==> config.mk <==
export PLATFORM = sky130hd
export DESIGN_NAME = bgcm_lerp
export DESIGN_NICKNAME = d
export VERILOG_FILES = /design/src/rtl/bgcm_pkg.sv /design/src/rtl/bgcm_lerp.sv
export SDC_FILE = /design/constraint.sdc
export NUM_CORES = 2
export LEC_CHECK = 0
export BUFFER_PORTS_ARGS = -buffer_cell sky130_fd_sc_hd__buf_4
export CAP_MARGIN = 20
export CORE_MARGIN = 8
export CORE_UTILIZATION = 47
export DETAILED_ROUTE_END_ITERATION = 8
export GPL_TIMING_DRIVEN = 0
export MAX_ROUTING_LAYER = met4
export PLACE_DENSITY_LB_ADDON = 0.1
export SLEW_MARGIN = 20
export SYNTH_ARGS = -nofsm -noshare
export SYNTH_HDL_FRONTEND = slang
export SYNTH_SLANG_ARGS = --single-unit
==> constraint.sdc <==
create_clock -name clock -period 7.82 [get_ports clock]
set_clock_uncertainty 0.15 [all_clocks]
set_input_delay 0.391 -clock clock [delete_from_list [all_inputs] [get_ports clock]]
set_output_delay 0.391 -clock clock [all_outputs]
set_load 0.02 [all_outputs]
==> src/rtl/bgcm_pkg.sv <==
// Shared constants, codes and types of the grid coordinate map.
package bgcm_pkg;

   // Fixed field widths
   localparam int VALUE_W   = 32;
   localparam int INDEX_W   = 22;
   localparam int FRAC_BITS = 16;
   localparam int INT_BITS  = INDEX_W - FRAC_BITS;
   localparam int LOAD_IDX_W = 6;
   localparam int CSR_W     = 7;
   // Dimension compare width, wide enough for the largest grid maximum (1024)
   localparam int DIM_W     = 11;
   localparam int PAIR_W    = 2 * VALUE_W;

   // Payload layout
   localparam int REQ_DATA_W = 2 * LOAD_IDX_W + 2 * VALUE_W + 2 * INDEX_W;
   localparam int REQ_USER_W = 2;
   localparam int RSP_DATA_W = 2 * VALUE_W;
   localparam int RSP_USER_W = 2;

   // Defaults
   localparam int GRID_FIRST_MAX_DEF  = 64;
   localparam int GRID_SECOND_MAX_DEF = 64;
   localparam int DIM_RESET           = 64;

   typedef enum logic {
      CMD_LOAD  = 1'b0,
      CMD_QUERY = 1'b1
   } command_type;

   typedef enum logic [1:0] {
      ST_OK     = 2'd0,
      ST_NAN    = 2'd1,
      ST_RANGE  = 2'd2,
      ST_LOADED = 2'd3
   } status_type;

   typedef enum logic {
      CSR_FIRST_DIM  = 1'b0,
      CSR_SECOND_DIM = 1'b1
   } csr_index_type;

endpackage

==> src/rtl/bgcm_lerp.sv <==
// Three-stage interpolation step: a + round_half_up((b - a) * f / 2^FRAC_BITS).
module bgcm_lerp (
   input  logic                                clock,
   input  logic signed [bgcm_pkg::VALUE_W-1:0] a,
   input  logic signed [bgcm_pkg::VALUE_W-1:0] b,
   input  logic [bgcm_pkg::FRAC_BITS-1:0]      f,
   output logic signed [bgcm_pkg::VALUE_W-1:0] y
);

   localparam int VW     = bgcm_pkg::VALUE_W;
   localparam int FB     = bgcm_pkg::FRAC_BITS;
   localparam int DIFF_W = VW + 1;
   localparam int PROD_W = DIFF_W + FB + 1;
   localparam int HALF   = 1 << (FB - 1);

   logic signed [DIFF_W-1:0] diff_in, diff_ff;
   logic [FB-1:0]            f_ff;
   logic signed [VW-1:0]     a1_ff, a2_ff;
   logic signed [PROD_W-1:0] prod_in, prod_ff;
   logic [PROD_W-1:0]        rnd_sum;
   logic signed [VW-1:0]     y_in, y_ff;

   // Stage 1: difference of the two end points
   assign diff_in = {b[VW-1], b} - {a[VW-1], a};

   // Stage 2: scale the difference by the fraction
   assign prod_in = diff_ff * $signed({1'b0, f_ff});

   // Stage 3: round half up, drop fraction, add base point
   assign rnd_sum = prod_ff + PROD_W'(HALF);
   assign y_in    = a2_ff + $signed(rnd_sum[FB+VW-1:FB]);

   always_ff @(posedge clock) begin
      diff_ff <= diff_in;
      f_ff    <= f;
      a1_ff   <= a;
      prod_ff <= prod_in;
      a2_ff   <= a1_ff;
      y_ff    <= y_in;
   end

   assign y = y_ff;

endmodule

==> flow_results.xml <==
<?xml version="1.0" encoding="UTF-8"?>
<metrics>
  <group name="outcome">
    <metric name="outcome" unit="">complete, no violations</metric>
  </group>
  <group name="floorplan">
    <metric name="coreArea" unit="um2">52340</metric>
    <metric name="die_w" unit="um">245.5</metric>
    <metric name="start_util" unit="%">47.31</metric>
    <metric name="die_h" unit="um">245.5</metric>
    <metric name="rows" unit="">84</metric>
    <metric name="boundaryPins" unit="">113</metric>
    <metric name="design.die.area" unit="um2">60290</metric>
  </group>
  <group name="synth">
    <metric name="synth-main-ff-cell" unit="">sky130_fd_sc_hd__dfxtp_1</metric>
    <metric name="post_synth_mux_area_share" unit="%">0.04042</metric>
    <metric name="yosys_register_bits" unit="">178</metric>
    <metric name="synth.net_count" unit="">3436</metric>
    <metric name="synthTopCellsByArea" unit="">sky130_fd_sc_hd__fa_1, sky130_fd_sc_hd__dfxtp_1, sky130_fd_sc_hd__inv_1</metric>
    <metric name="synth_cell_type_count" unit="">69</metric>
    <metric name="synth_area_per_cell" unit="um2">9.213</metric>
    <metric name="synth-simple-area-share" unit="%">14.99</metric>
    <metric name="async_set_reset_flop_share_out_of_synthesis" unit="%">0</metric>
    <metric name="synth_compound_area_share" unit="%">6.583</metric>
    <metric name="netlist.area_leader.share" unit="%">39.69</metric>
    <metric name="synth.yosys.seq_area_share" unit="%">14.39</metric>
    <metric name="synth_top_family_by_area" unit="">adder cells</metric>
    <metric name="synth-edff-count" unit="">0</metric>
    <metric name="synthesis.yosys.warnings" unit="">0</metric>
    <metric name="synth-adder-area-share" unit="%">48.59</metric>
    <metric name="syn_inst" unit="">2688</metric>
    <metric name="synth-xor-area-share" unit="%">4.562</metric>
    <metric name="post_syn_area" unit="um2">24760</metric>
    <metric name="synth_area_leader_cell" unit="">sky130_fd_sc_hd__fa_1</metric>
  </group>
  <group name="sta">
    <metric name="worst_slew_margin_rel" unit="%">33.48</metric>
    <metric name="worst_slew_pin_slew" unit="ns">0.9953</metric>
    <metric name="rsz0062_at_grt" unit="">yes</metric>
    <metric name="drv_slew" unit="">0</metric>
    <metric name="setup-tns-final" unit="ns">0</metric>
    <metric name="maxClockFrequency" unit="GHz">0.1323</metric>
    <metric name="min_period_over_period" unit="%">96.64</metric>
    <metric name="finalHoldViolCount" unit="">0</metric>
    <metric name="postLayoutSetupSlackWorst" unit="ns">0.2629</metric>
    <metric name="final-setup-viol-count" unit="">0</metric>
    <metric name="timing.hold.ws" unit="ns">0.1215</metric>
    <metric name="final.min_clock_period" unit="ns">7.557</metric>
  </group>
  <group name="critical_path">
    <metric name="worst_r2r_endpoint" unit="">prod_ff[33]</metric>
    <metric name="cp_data_arrival_time" unit="ns">7.78</metric>
    <metric name="crit_path_end_kind" unit="">flop</metric>
    <metric name="required" unit="ns">8.04</metric>
    <metric name="r2r_setup_slack" unit="ns">0.26</metric>
    <metric name="cpLargestDelayFamily" unit="">adder cells</metric>
    <metric name="regToRegStartpoint" unit="">f_ff[5]</metric>
    <metric name="crit_fanout" unit="">10</metric>
    <metric name="timing.setup.critical_path_class" unit="">flop to flop</metric>
    <metric name="delay_of_the_slowest_cell_on_the_worst_path" unit="ns">0.62</metric>
    <metric name="critical_path.slowest_cell" unit="">sky130_fd_sc_hd__clkbuf_1</metric>
    <metric name="worstPathCellList" unit="">clkbuf_1 -&gt; and2_1 -&gt; fa_1 -&gt; inv_1 -&gt; fa_1 -&gt; fa_1 -&gt; inv_1 -&gt; fa_1 -&gt; fa_1 -&gt; inv_1 -&gt; fa_1 -&gt; inv_1 -&gt; ha_1 -&gt; nand4_1 -&gt; a221oi_1 -&gt; o32ai_1 -&gt; a21oi_1 -&gt; a21oi_1 -&gt; or3_1 -&gt; a21oi_1 -&gt; o22ai_1 -&gt; xnor2_1</metric>
    <metric name="rr_worst_depth" unit="">22</metric>
    <metric name="critical_path.startpoint_type" unit="">flop</metric>
    <metric name="critical_path_buf_inv_count" unit="">5</metric>
    <metric name="crit_path_frequent_cell" unit="">sky130_fd_sc_hd__fa_1</metric>
  </group>
  <group name="global_route">
    <metric name="grt_util_overall" unit="%">24.34</metric>
    <metric name="initial_antenna_violation_count" unit="">1</metric>
    <metric name="first_global_vias" unit="">19850</metric>
    <metric name="global_route_wire_length_before_repair" unit="um">109200</metric>
    <metric name="grt_max_degree" unit="">18</metric>
    <metric name="overflow" unit="">0</metric>
  </group>
  <group name="routing">
    <metric name="first_iter_violations" unit="">967</metric>
    <metric name="dr_drc_count" unit="">0</metric>
    <metric name="ant_nets" unit="">0</metric>
    <metric name="first_pass_iters" unit="">5</metric>
    <metric name="wire_per_inst" unit="um">19.03</metric>
    <metric name="avgViaCountPerCell" unit="">5.094</metric>
    <metric name="routed-via-count" unit="">18190</metric>
    <metric name="routed_wl" unit="um">67940</metric>
  </group>
  <group name="placed_design">
    <metric name="place.detailed.hpwl" unit="um">57190</metric>
    <metric name="gp_routability_congestion" unit="">0.9385</metric>
    <metric name="port_buffers" unit="">112</metric>
    <metric name="detailedPlace.worstSlack" unit="ns">0.07665</metric>
  </group>
  <group name="cells_and_area">
    <metric name="finalNetCount" unit="">3615</metric>
    <metric name="final_cell_mix" unit="">sky130_fd_sc_hd__inv_1, sky130_fd_sc_hd__fa_1, sky130_fd_sc_hd__nand2_1</metric>
    <metric name="most_frequent_standard_cell_in_the_layout_excluding_fill_and_tap_cells" unit="">sky130_fd_sc_hd__inv_1</metric>
    <metric name="num-fill-cells" unit="">4940</metric>
    <metric name="fraction_of_final_layout_cells_with_drive_strength_greater_than_1" unit="%">6.319</metric>
    <metric name="area_growth_syn_to_layout" unit="%">11.48</metric>
  </group>
  <group name="cts">
    <metric name="cts_buffers" unit="">17</metric>
    <metric name="cts_setup_buffers" unit="">0</metric>
    <metric name="worst_setup_hold_path_clk_slew" unit="ns">0.07</metric>
    <metric name="cts_max_path_buffers" unit="">2</metric>
    <metric name="ctsHtreeMaxLevel" unit="">4</metric>
    <metric name="worstSkewPairLatency" unit="ns">0.50</metric>
    <metric name="cts_root_buffer_type" unit="">sky130_fd_sc_hd__clkbuf_16</metric>
    <metric name="clock_tree_from_tritoncts" unit="">built</metric>
    <metric name="cts.sink_count" unit="">178</metric>
  </group>
  <group name="min_path">
    <metric name="worst_hold_path.endpoint" unit="">diff_ff[0]</metric>
    <metric name="kind_of_path_behind_the_tightest_hold_check" unit="">primary input to flop</metric>
    <metric name="worst_hold_path.num_cells" unit="">4</metric>
    <metric name="hp-start" unit="">b[0]</metric>
  </group>
  <group name="job">
    <metric name="cap_violations" unit="">0</metric>
  </group>
</metrics>
==> timing repair <==
action / in CTS / in global routing
resized for setup: 0 / 45
hold endpoints to repair: 48 / 0
hold buffers: 48 / 0
setup endpoints to repair: 0 / 3
==> state kept, by name (all words and copies together) (netlist names) <==
name / cells
diff_ff: 33
prod_ff: 33
a1_ff: 32
a2_ff: 32
y: 32
f_ff: 16
==> how the worst max path moves through the flow <==
| stage | start | endpoint | depth (start not counted) |
|---|---|---|---|
| global route | f_ff[8] | prod_ff[33] | 23 |
| detailed placement | f_ff[2] | prod_ff[46] | 21 |
| finish | f_ff[5] | prod_ff[33] | 22 |
| CTS | f_ff[2] | prod_ff[46] | 21 |
| global placement | diff_ff[18] | prod_ff[46] | 21 |
| floorplan | f_ff[2] | prod_ff[46] | 21 |
==> metrics by stage <==
step	std cells	instance area, um2	util (%)
finish	3570	27610	52.75
floorplan	2688	24760	-
global route	3568	27600	52.74
CTS	3568	27570	52.67
global placement	3488	26470	50.56
detailed placement	3488	26470	50.57
==> tightest hold or removal path: stages <==
cell	delay [ns]
sky130_fd_sc_hd__buf_4	0.11
sky130_fd_sc_hd__inv_1	0.05
sky130_fd_sc_hd__ha_1	0.13
sky130_fd_sc_hd__inv_1	0.04
==> cell usage after synthesis, types with 5 or more instances <==
library cell	n
sky130_fd_sc_hd__nand2b_1	7
sky130_fd_sc_hd__o21ai_1	11
sky130_fd_sc_hd__o21a_1	15
sky130_fd_sc_hd__a21o_1	27
sky130_fd_sc_hd__a31oi_1	10
sky130_fd_sc_hd__a311o_1	5
sky130_fd_sc_hd__xor2_1	36
sky130_fd_sc_hd__dfxtp_1	178
sky130_fd_sc_hd__a211oi_1	5
sky130_fd_sc_hd__a211o_1	7
sky130_fd_sc_hd__or3_1	7
sky130_fd_sc_hd__xnor2_1	93
sky130_fd_sc_hd__clkbuf_1	82
sky130_fd_sc_hd__nand2_1	342
sky130_fd_sc_hd__o21bai_1	11
sky130_fd_sc_hd__nor3_1	23
sky130_fd_sc_hd__and3_1	23
sky130_fd_sc_hd__a21oi_1	68
sky130_fd_sc_hd__and2_1	237
sky130_fd_sc_hd__fa_1	491
sky130_fd_sc_hd__nor2_1	60
sky130_fd_sc_hd__inv_1	634
sky130_fd_sc_hd__nor2b_1	11
sky130_fd_sc_hd__nand4_1	9
sky130_fd_sc_hd__o21ai_0	20
sky130_fd_sc_hd__ha_1	176
sky130_fd_sc_hd__nand3_1	32
==> per-layer routing <==
| layer | part of all wire, % | wire, um | up-vias | global-route usage (%) |
|---|---|---|---|---|
| met2 | 49 | 33460 | 460 | 40.02 |
| met5 | 0 | 0 | - | - |
| met1 | 43 | 28900 | 9203 | 30.22 |
| met3 | 5.1 | 3480 | 115 | 3.801 |
| met4 | 3.1 | 2099 | 0 | 9.024 |
| li1 | - | - | 8407 | - |
==> cells by family (layout without fill, tap and decap cells) <==
family,after synthesis,after routing
DFF,178,178
muxes,1,1
other,0,2
buffers and inverters,716,908
xor gates and xnor gates,129,129
adders and majority gates,667,667
AOI/OAI and AO/OA,235,235
and+or+nand+nor,762,762
==> layout make-up <==
type	count	area (um2)	share of cell area, %
multi-input combinational	1794	18520	67.09
clock buffer	20	456.7	1.654
timing repair buffer	160	1321	4.786
inverter	634	2380	8.620
antenna	2	5.005	0.01813
sequential	178	3563	12.91
clock inverter	12	165.2	0.5982
buffer	82	334.1	1.210
tap	688	860.8	3.118
Power is not shown: default switching activity piles up to over one toggle a cycle in this logic, so the estimate is an artifact.
